$ cat config.mk
export PLATFORM = sky130hd
export DESIGN_NAME = hbs_queue
export DESIGN_NICKNAME = d
export VERILOG_FILES = /design/src/design/hbs_pkg.sv /design/src/design/hbs_queue.sv
export SDC_FILE = /design/constraint.sdc
export NUM_CORES = 1
export LEC_CHECK = 0
export BUFFER_PORTS_ARGS = -buffer_cell sky130_fd_sc_hd__buf_2
export CAP_MARGIN = 20
export CORE_MARGIN = 2
export CORE_UTILIZATION = 45
export DETAILED_ROUTE_END_ITERATION = 8
export SLEW_MARGIN = 20
export SYNTH_ARGS = -nofsm -noshare
export SYNTH_HDL_FRONTEND = slang
export SYNTH_SLANG_ARGS = --single-unit
export TNS_END_PERCENT = 100
$ cat constraint.sdc
create_clock -name clk -period 5.7 [get_ports clk]
set_clock_uncertainty 0.15 [all_clocks]
set_input_delay 0.57 -clock clk [delete_from_list [all_inputs] [get_ports clk]]
set_output_delay 0.57 -clock clk [all_outputs]
set_load 0.05 [all_outputs]
$ cat src/design/hbs_pkg.sv
`timescale 1ns / 1ps
package hbs_pkg;

  // default grid bound and reset values of the configuration registers
  localparam int MAX_DIM_DEF = 64;
  localparam logic [6:0]  COLS_RST = 7'd64;
  localparam logic [6:0]  ROWS_RST = 7'd64;
  localparam logic [15:0] CELL_RST = 16'd256;

  // datapath widths
  localparam int IDX_W  = 8;   // cell index, enough for the largest grid bound
  localparam int C_W    = 17;  // doubled cell size and remainders
  localparam int C2_W   = 34;  // square of the doubled cell size
  localparam int SPAN_W = 23;  // cell size times cells per axis
  localparam int OFF_W  = 26;  // doubled offset from the grid corner, signed
  localparam int AB_W   = 35;  // one row of the interpolation, signed
  localparam int PH_W   = 36;  // high partial product, signed
  localparam int ACC_W  = 52;  // full interpolation sum and its biased form
  localparam int HQ_W   = 16;  // height quotient bits
  localparam int BASE_W = 16;  // linear store address before truncation

  // result queue depth, covers the back pipeline in flight
  localparam int OUT_DEPTH = 26;

  typedef enum logic {
    OP_LOAD  = 1'b0,
    OP_QUERY = 1'b1
  } op_t;

  typedef enum logic [1:0] {
    REG_COLS = 2'd0,
    REG_ROWS = 2'd1,
    REG_CELL = 2'd2
  } cfg_reg_t;

  typedef struct packed {
    op_t                operation;
    logic [11:0]        load_index;
    logic signed [15:0] load_value;
    logic signed [23:0] query_x;
    logic signed [23:0] query_y;
  } in_item_t;

  typedef struct packed {
    logic signed [15:0] sampled_height;
    logic               cell_flat;
    logic               edge_axis;
    logic               outside_grid;
  } out_item_t;

  // grid setup derived from the configuration registers
  typedef struct packed {
    logic [6:0]        cols;
    logic [C_W-1:0]    c;
    logic [C2_W-1:0]   c2;
    logic [SPAN_W-1:0] span_x;
    logic [SPAN_W-1:0] span_y;
    logic              bad;
  } cfg_t;

  // classified item between the front and the back
  typedef struct packed {
    op_t                operation;
    logic               outside;
    logic [11:0]        load_index;
    logic signed [15:0] load_value;
    logic [IDX_W-1:0]   xi;
    logic [IDX_W-1:0]   yi;
    logic [C_W-1:0]     rx;
    logic [C_W-1:0]     ry;
  } mid_item_t;

endpackage

$ cat src/design/hbs_queue.sv
`timescale 1ns / 1ps
module hbs_queue
  import hbs_pkg::*;
#(
  parameter int DEPTH = OUT_DEPTH,
  parameter int WIDTH = $bits(out_item_t)
) (
  input  logic                       clk,
  input  logic                       rst_n,
  input  logic                       wr_en,
  input  logic [WIDTH-1:0]           wr_data,
  input  logic                       rd_en,
  output logic [WIDTH-1:0]           rd_data,
  output logic [$clog2(DEPTH+1)-1:0] count
);

  localparam int PW = $clog2(DEPTH);
  localparam int CW = $clog2(DEPTH+1);

  logic [WIDTH-1:0] slot_r [DEPTH];
  logic [PW-1:0]    head_r, head_nxt;
  logic [PW-1:0]    tail_r, tail_nxt;
  logic [CW-1:0]    count_r, count_nxt;

  // pointer and fill bookkeeping
  always_comb begin
    head_nxt  = head_r;
    tail_nxt  = tail_r;
    count_nxt = count_r + CW'(wr_en) - CW'(rd_en);
    if (rd_en) begin
      head_nxt = (head_r == PW'(DEPTH-1)) ? '0 : head_r + 1'b1;
    end
    if (wr_en) begin
      tail_nxt = (tail_r == PW'(DEPTH-1)) ? '0 : tail_r + 1'b1;
    end
  end

  always_ff @(posedge clk) begin
    if (!rst_n) begin
      head_r  <= '0;
      tail_r  <= '0;
      count_r <= '0;
    end else begin
      head_r  <= head_nxt;
      tail_r  <= tail_nxt;
      count_r <= count_nxt;
    end
  end

  // storage
  always_ff @(posedge clk) begin
    if (wr_en) begin
      slot_r[tail_r] <= wr_data;
    end
  end

  assign rd_data = slot_r[head_r];
  assign count   = count_r;

endmodule

==> results.cfg <==
[logic_synthesis]
synth_top_area_share_pct = 74.21
yosys.area_share.simple_pct = 3.737
yosysTopAreaCell = edfxtp_1
yosysSeqAreaShare_pct = 76.21
yosys_register_bits = 514
synthAdderAreaFrac_pct = 0.7887
yosys_warnings = 0
syn-num-nets = 1081
ys.flop_type = edfxtp_1
synthTopCellsByArea = edfxtp_1 (74%), mux4_2 (5.9%), mux2i_1 (5.7%)
synth_compound_area_share_pct = 3.868
ys_async_sr_fraction_pct = 0
synth_area_mm2 = 0.01999
postSynthCellCount = 1046
synth_cell_types = 41
synth_xor_area_share_pct = 0.4382
synth-edff-count = 494
synth_mux_area_share_pct = 13.29
synth_top_family_by_area = multiplexers
synth.avg_cell_area_um2 = 19.11

[die]
die_w_um = 214.8
die_h_um = 214.8
core_mm2 = 0.04403
ios = 47
rows = 77
start_util_pct = 45.40
die-area_mm2 = 0.04612

[clock_tree]
clk_pin_slew_ns = 0.06
htreeDepth = 2
clock_sink_count = 514
cts_resized = 0
cts_made_buffers = 52
cts_tree = yes
post_cts_buffers = 0
insertion_delay_ns = 0.58
clock-root-buffer = clkbuf_16
ctsHoldBuffers = 0
cts_buffer_depth = 3

[critical_path]
cp-end-kind = output pin
worst-setup-path-type = flop to output pin
cp-start-kind = flop
cp.arrival_ns = 3.65
worst-path-max-fanout = 48
crit_required_ns = 4.98

[timing]
rsz0062_at_grt = false
hold_viol = 0
fmax_mhz = 228.9
period_needed_ns = 4.369
setup_viol = 0
drv_slew = 0
fin_setup_tns_ns = 0
relSlewSlack_pct = 27.02
post-route-period-util_pct = 76.66
worst_slew_pin_slew_ns = 1.095

[run_status]
status = complete, no violations

[min_path]
hp-class = input pin to flop

[grt]
grt_pass1_vias = 10080
antenna_found_initial = 0
grt_pass1_wl_mm = 66.26
grt-ovfl-total = 0
grt_start_max_net_pins = 49
grt_use_total_pct = 19.53

[routing]
dr_total_vias = 9914
firstDrtPassIters = 5
via_per_inst = 5.652
avgRoutedWirePerCell_um = 25.39
drt-total-wl_mm = 44.54
drt-initial-drc-count = 851
drc_errors = 0
postRouteAntennaNets = 0

[pwr]
power_density_mw_per_mm2 = 358.5
p_leak_nw = 7.106
ir_worst_vdd_v = 0.0002868
power_mw = 8.090

[place]
portBuffers = 46
hpwlAfterDp_mm = 25.92
dp_cells = 1659
place_congestion = 0.7666

[run]
max_cap_violations = 0

[finish]
layout_commonest_cell = edfxtp_1
final_cell_mix = edfxtp_1 (494), mux2i_1 (114), a22oi_1 (57)
final_cells = 1754
diodes = 0
drive_above_1_share_pct = 19.71
area_growth_pct = 12.88
nets = 1157
fin_util_pct = 51.25
==> through the flow <==
stage	setup WS, ns	instance area, um^2	hold slack (ns)
floorplan	3.079	19990	0.3395
global placement	1.952	20910	0.3702
detailed placement	1.935	20920	0.3615
CTS	1.283	22540	0.1581
global route	1.126	22560	0.1749
finish	1.331	22560	0.1725
==> synthesized netlist by cell type (all sizes together) (3+ instances only) <==
cell type	count
mux2	19
clkbuf	22
nand2b	4
inv	10
mux4	57
mux2i	114
o22ai	19
nand2	46
a21oi	3
o221ai	19
buf	34
nand3	40
o21ai	3
nand4	4
xnor2	4
xor2	6
a22oi	57
dfxtp	20
and2	30
ha	11
nor2	14
edfxtp	494
==> kinds of logic after synthesis <==
kind of cell,after synthesis
xor gates and xnor gates,10
and+or+nand+nor,149
buffers and inverters,66
adders and majority gates,12
DFF,514
AOI/OAI and AO/OA,105
muxes,190
==> per-layer routing <==
metal	global-route usage [%]	vias up	part of all wire, %
met3	4.048	68	6.3
li1	-	4380	-
met4	5.069	0	2.0
met2	31.43	299	48
met1	27.34	5167	44
met5	0	-	0
==> registers in the layout, indices dropped and copies added (netlist names), named ones only <==
register / cells
slot_r: 494
tail_r: 5
head_r: 5
count: 5
==> where the power goes <==
group	switching, mW	total, mW	internal (mW)
Sequential	0.0421	4.22	4.18
Combinational	0.402	0.610	0.208
Clock	1.36	3.26	1.90
==> worst max-delay path: stages, from the launching register on <==
cell and delay, ns:
dfxtp_4 0.62, buf_4 0.72, buf_4 0.61, mux2i_1 0.15, a22oi_1 0.23, nand3_1 0.20, nand3_1 0.14, buf_2 0.27
==> cell type report <==
type | count | area, um^2
clock buffers | 70 | 1410
clock inverters | 24 | 210.2
fillers | 3560 | 21470
inverters | 10 | 37.54
multi-input cells | 466 | 4436
flip-flops and latches | 514 | 15250
well taps | 592 | 740.7
repair buffers | 78 | 481.7
==> final timing paths <==
check            start             end  slack (ns)  depth (start not counted)
min reg2reg  head_r[1]            flop        0.38                          2
max reg2reg  tail_r[2]  slot_r[21][16]        3.38                          4
min              rst_n       tail_r[0]        0.17                          2
max               flop     rd_data[10]        1.33                          7
Note: power is estimated with default switching activity, not from simulation.
