### src/design/hbs_pkg.sv
`timescale 1ns / 1ps
package hbs_pkg;

  // default grid bound and reset values of the configuration registers
  localparam int MAX_DIM_DEF = 64;
  localparam logic [6:0]  COLS_RST = 7'd64;
  localparam logic [6:0]  ROWS_RST = 7'd64;
  localparam logic [15:0] CELL_RST = 16'd256;

  // datapath widths
  localparam int IDX_W  = 8;   // cell index, enough for the largest grid bound
  localparam int C_W    = 17;  // doubled cell size and remainders
  localparam int C2_W   = 34;  // square of the doubled cell size
  localparam int SPAN_W = 23;  // cell size times cells per axis
  localparam int OFF_W  = 26;  // doubled offset from the grid corner, signed
  localparam int AB_W   = 35;  // one row of the interpolation, signed
  localparam int PH_W   = 36;  // high partial product, signed
  localparam int ACC_W  = 52;  // full interpolation sum and its biased form
  localparam int HQ_W   = 16;  // height quotient bits
  localparam int BASE_W = 16;  // linear store address before truncation

  // result queue depth, covers the back pipeline in flight
  localparam int OUT_DEPTH = 26;

  typedef enum logic {
    OP_LOAD  = 1'b0,
    OP_QUERY = 1'b1
  } op_t;

  typedef enum logic [1:0] {
    REG_COLS = 2'd0,
    REG_ROWS = 2'd1,
    REG_CELL = 2'd2
  } cfg_reg_t;

  typedef struct packed {
    op_t                operation;
    logic [11:0]        load_index;
    logic signed [15:0] load_value;
    logic signed [23:0] query_x;
    logic signed [23:0] query_y;
  } in_item_t;

  typedef struct packed {
    logic signed [15:0] sampled_height;
    logic               cell_flat;
    logic               edge_axis;
    logic               outside_grid;
  } out_item_t;

  // grid setup derived from the configuration registers
  typedef struct packed {
    logic [6:0]        cols;
    logic [C_W-1:0]    c;
    logic [C2_W-1:0]   c2;
    logic [SPAN_W-1:0] span_x;
    logic [SPAN_W-1:0] span_y;
    logic              bad;
  } cfg_t;

  // classified item between the front and the back
  typedef struct packed {
    op_t                operation;
    logic               outside;
    logic [11:0]        load_index;
    logic signed [15:0] load_value;
    logic [IDX_W-1:0]   xi;
    logic [IDX_W-1:0]   yi;
    logic [C_W-1:0]     rx;
    logic [C_W-1:0]     ry;
  } mid_item_t;

endpackage

### src/design/hbs_front.sv
`timescale 1ns / 1ps
module hbs_front
  import hbs_pkg::*;
#(
  parameter int MAX_DIM = MAX_DIM_DEF
) (
  input  logic      clk,
  input  logic      rst_n,
  input  logic      in_valid,
  input  in_item_t  in_item,
  input  cfg_t      cfg,
  output logic      mid_valid,
  output mid_item_t mid_item
);

  localparam int QW = $clog2(MAX_DIM);

  typedef struct packed {
    logic               valid;
    op_t                operation;
    logic               outside;
    logic [11:0]        load_index;
    logic signed [15:0] load_value;
    logic [OFF_W-1:0]   remx;
    logic [OFF_W-1:0]   remy;
    logic [IDX_W-1:0]   qx;
    logic [IDX_W-1:0]   qy;
  } div_t;

  logic                    a_valid_r;
  in_item_t                a_item_r;
  logic signed [OFF_W-1:0] offx, offy;
  logic                    outx, outy;
  div_t                    d0;
  div_t                    div_r [QW+1];

  // one quotient bit per axis: subtract the shifted cell width if it fits
  function automatic div_t div_step(input div_t d, input int k, input logic [C_W-1:0] c);
    div_t             r;
    logic [OFF_W-1:0] dv;
    r  = d;
    dv = OFF_W'(c) << k;
    if (d.remx >= dv) begin
      r.remx = d.remx - dv;
      r.qx   = d.qx | (IDX_W'(1) << k);
    end
    if (d.remy >= dv) begin
      r.remy = d.remy - dv;
      r.qy   = d.qy | (IDX_W'(1) << k);
    end
    return r;
  endfunction

  // input register
  always_ff @(posedge clk) begin
    if (!rst_n) begin
      a_valid_r <= 1'b0;
    end else begin
      a_valid_r <= in_valid;
    end
    a_item_r <= in_item;
  end

  // doubled offsets from the grid corner and range check
  assign offx = (OFF_W'(a_item_r.query_x) <<< 1) + $signed(OFF_W'(cfg.span_x));
  assign offy = (OFF_W'(a_item_r.query_y) <<< 1) + $signed(OFF_W'(cfg.span_y));
  assign outx = offx[OFF_W-1] || ($unsigned(offx) >= OFF_W'({cfg.span_x, 1'b0}));
  assign outy = offy[OFF_W-1] || ($unsigned(offy) >= OFF_W'({cfg.span_y, 1'b0}));

  always_comb begin
    d0.valid      = a_valid_r;
    d0.operation  = a_item_r.operation;
    d0.outside    = cfg.bad || outx || outy;
    d0.load_index = a_item_r.load_index;
    d0.load_value = a_item_r.load_value;
    d0.remx       = $unsigned(offx);
    d0.remy       = $unsigned(offy);
    d0.qx         = '0;
    d0.qy         = '0;
  end

  // quotient pipeline, most significant bit first
  always_ff @(posedge clk) begin
    div_r[0] <= d0;
    for (int s = 0; s < QW; s++) begin
      div_r[s+1] <= div_step(div_r[s], QW-1-s, cfg.c);
    end
    if (!rst_n) begin
      for (int s = 0; s <= QW; s++) begin
        div_r[s].valid <= 1'b0;
      end
    end
  end

  // classified item toward the back
  assign mid_valid = div_r[QW].valid;
  always_comb begin
    mid_item.operation  = div_r[QW].operation;
    mid_item.outside    = div_r[QW].outside;
    mid_item.load_index = div_r[QW].load_index;
    mid_item.load_value = div_r[QW].load_value;
    mid_item.xi         = div_r[QW].qx;
    mid_item.yi         = div_r[QW].qy;
    mid_item.rx         = div_r[QW].remx[C_W-1:0];
    mid_item.ry         = div_r[QW].remy[C_W-1:0];
  end

endmodule

### config.mk
export PLATFORM = sky130hd
export DESIGN_NAME = hbs_front
export DESIGN_NICKNAME = d
export VERILOG_FILES = /design/src/design/hbs_pkg.sv /design/src/design/hbs_front.sv
export SDC_FILE = /design/constraint.sdc
export NUM_CORES = 1
export LEC_CHECK = 0
export BUFFER_PORTS_ARGS = -buffer_cell sky130_fd_sc_hd__buf_2
export CORE_MARGIN = 1
export CORE_UTILIZATION = 42
export DETAILED_ROUTE_END_ITERATION = 6
export PLACE_DENSITY = 0.58
export SYNTH_ARGS = -nofsm -noshare
export SYNTH_HDL_FRONTEND = slang
export SYNTH_SLANG_ARGS = --single-unit
### constraint.sdc
create_clock -name clk -period 5.8 [get_ports clk]
set_input_delay 0.58 -clock clk [delete_from_list [all_inputs] [get_ports clk]]
set_output_delay 0.58 -clock clk [all_outputs]
set_load 0.01 [all_outputs]
==> key figures <==
Place
  • GPL Wtd Cong: 0.9180
  • Placed inst area: 0.03219 sq mm
  • DP HPWL: 57220 um
  • Placed Cells incl. Taps: 4176
  • Setup WS pre-CTS: 0.5455 ns
  • Port bufs: 220

STA
  • Fin Setup TNS: 0 ns
  • Worst Tran Pin Value: 1.069 ns
  • Max Slew Vio Count: 0
  • Slew HR: 28.76%
  • Final Critical Period: 4.860 ns
  • Final setup vio count: 0
  • Tcrit/Tclk final: 83.80%
  • Slack of the critical path: 0.9395 ns
  • Final hold viol count: 0
  • Fmax: 0.2057 GHz
  • Final Skew: 0.02199 ns
  • RSZ-0062 raised after global routing: false
  • Worst hold margin: 0.05668 ns

Run
  • Max cap viols: 0

Clocking
  • Clock Sink Count: 683
  • Post-CTS Hold Buffers: 0
  • Post-CTS Setup Repair Bufs: 0
  • Clock Latency Late Sink: 0.62 ns
  • CTS Buf Count: 74
  • Root buffer cell: clkbuf_16
  • H-tree levels: 3
  • CTS tree: done
  • PostCTS Resize Cnt: 0
  • CTS max path bufs: 3
  • Clock transition at path regs: 0.06 ns

Worst hold path
  • Hold Path Cell Cnt: 1
  • Type of the most critical hold path: input pin to register

Setup path
  • Crit path kind: register to register
  • Crit path max-delay family: compound AO/OA/AOI/OAI gates
  • Worst setup SP type: register
  • Crit path largest cell delay: 0.49 ns
  • Critical path's slowest cell: a2111oi_2
  • Critical path fanouts, max: 3
  • R2r endpoint: div_r[0][96]
  • End point of the critical path: div_r[0][96]
  • WP data arrival: 5.35 ns
  • WP buf/inv: 0
  • Crit path capture type: register
  • Reg-to-reg startpoint: a_item_r[0]
  • Cells along the critical path: ha_1 > fa_1 > a211oi_1 > o21ai_1 > a2111oi_2 > o31ai_4 > a21o_1 > a21oi_1 > xnor2_1 > ha_1 > and4_1 > a221oi_1 > nor2_1 > a2111oi_0 > a21o_1 > or4b_1 > or3_1
  • Worst Reg2Reg Path Length in Cells: 17
  • Crit path depth: 17
  • Worst EP required: 6.29 ns
  • Worst setup path start: a_item_r[0]
  • Setup slack, reg-to-reg: 0.94 ns

Synth
  • Synth unique cells: 94
  • Synth warn: 0
  • Synth Area per Inst: 9.868 sq um
  • Xor/xnor cell area share of the yosys netlist: 7.134%
  • Largest family of logic cells by synthesized area: compound AO/OA/AOI/OAI gates
  • Post-Synth Adder-Cell Area: 13.19%
  • Mapped cell area: 0.02983 sq mm
  • Async SR Flop Fraction: 0%
  • EDFF count, synth: 0
  • Top-area cell type share of the netlist area: 45.84%
  • Primary FF master, synth: dfxtp_1
  • Yosys top cell by area: dfxtp_1
  • Yosys reg bits: 683
  • Post-synthesis sequential area ratio: 45.84%
  • Mux cell area share after synthesis: 2.030%
  • Synth Area in Simple Gates: 13.11%
  • Compound-Gate Fraction of Synth Area: 16.07%
  • Synthesized instance count: 3023
  • Synth area leaders: dfxtp_1, ha_1, xnor2_1

Global route
  • GRT Residual Overflow: 0
  • GR Util All Layers: 20.41%
  • Global-route wire length before repair: 116000 um
  • Vias in the first global route: 21777
  • Antenna violations before repair: 1
  • Largest net degree at the start of global routing: 32

Final layout
  • Final #Nets: 3803
  • Fraction of layout cells with a size suffix above 1: 14.30%
  • Finished Layout Cells: 4310
  • Layout area overhead: 16.57%
  • Most frequent cells in the layout: dfxtp_1, ha_1, a21oi_1, nor2_1, buf_2
  • N_diodes: 0
  • Post-route cell area: 0.03477 sq mm
  • Commonest non-fill, non-tap cell in the layout: dfxtp_1

Floorplan
  • Die width: 268.5 um
  • Row Count: 97
  • I/O Pins: 266
  • Starting Density: 42.52%
  • Die area: 0.07209 sq mm
  • Die height: 268.5 um
  • Core area: 0.07015 sq mm

Detailed routing
  • Post-DRT Antenna Nets: 0
  • Initial DRC count: 1283
  • DR DRC count: 0
  • TritonRoute pass-1 iters: 5
  • Avg WL per Cell: 17.26 um
  • Drt total wl: 74400 um
  • Via/cell ratio: 5.194
  • Via count: 22385

Pwr
  • PD cells: 559.4 mW/mm^2
  • Leak Pwr: 15.48 nW
  • VDD IR max: 0.2609 mV

Outcome
  • Status: finished, final reports clean
[cells by family after synthesis]
family | after synthesis
other | 1
AND/OR/NAND/NOR | 796
AO/OA/AOI/OAI | 749
XOR/XNOR | 243
flip-flops | 683
adder cells (fa/ha/maj) | 306
multiplexers | 54
buffers and inverters | 191
[state kept, by name (all words and copies together) (netlist names)]
signal,flops
a_valid_r,1
div_r,605
a_item_r,77
[cells in the mapped netlist (5+ instances only)]
cell and number:
nor3_1 78, ha_1 292, nor2b_1 42, or4_1 6, nor2_1 248, and4_1 5
a21o_1 91, o21ai_0 150, fa_1 14, o21bai_1 20, nand2_1 177, o21a_1 45
buf_4 7, a21boi_0 10, a31oi_1 21, clkbuf_1 19, dfxtp_1 683, o31a_1 9
a211o_1 8, buf_2 12, or2_2 15, o2111ai_1 6, a31o_2 8, xor2_1 96
nor3b_1 8, nand4b_1 7, a21oi_1 248, nand4_1 31, nand2b_1 34, and3_1 16
nand3b_1 7, and2_1 19, inv_1 144, xnor2_1 147, o211ai_1 12, o41ai_1 6
or3_1 18, nor4_1 20, o31ai_1 16, a2111oi_0 5, a41oi_1 5, mux2_2 52
a211oi_1 23, o21ai_1 10, nand3_1 44
[worst min-delay path by stage]
| stage | from | endpoint | slack, ns |
|---|---|---|---|
| after global routing | in_item[25] | a_item_r[25] | 0.01 |
| after floorplan | a_item_r[48] | div_r[0][68] | 0.31 |
| after CTS | in_item[25] | a_item_r[25] | 0.01 |
| final | in_item[25] | a_item_r[25] | 0.06 |
| after global placement | div_r[1][77] | div_r[2][77] | 0.31 |
| after detailed placement | div_r[0][85] | div_r[1][85] | 0.31 |
[per-stage QoR]
| step | utilization (%) | power (mW) |
|---|---|---|
| 3_5_place_dp | 45.89 | 14.57 |
| 2_1_floorplan | - | 12.44 |
| 4_1_cts | 49.57 | 19.58 |
| 5_1_grt | 49.57 | 20.80 |
| 3_3_place_gp | 45.89 | 14.42 |
| 6_report | 49.57 | 19.45 |
[cell type report]
type	count	area (sq um)
flip-flops and latches	683	13670
clock buffers	97	2058
clock inverters	37	521.8
fillers	6518	35380
multi-input cells	2152	15420
inverters	145	544.3
repair buffers	256	1384
well taps	940	1176
[power breakdown]
part / total [mW] / switching [mW] / internal (mW) / leakage, nW
logic: 7.76 / 4.22 / 3.54 / 8.48
registers: 6.80 / 0.819 / 5.98 / 5.75
clock network: 4.89 / 1.95 / 2.94 / 1.25
[routing by layer]
metal,global-route usage [%],vias up,share of wire [%]
met3,3.215,150,4.3
met4,8.308,0,4.0
met1,25.99,10370,46
met5,0,-,0
met2,34.35,569,46
li1,-,11296,-
No activity file was read; power rests on OpenSTA's default activity.
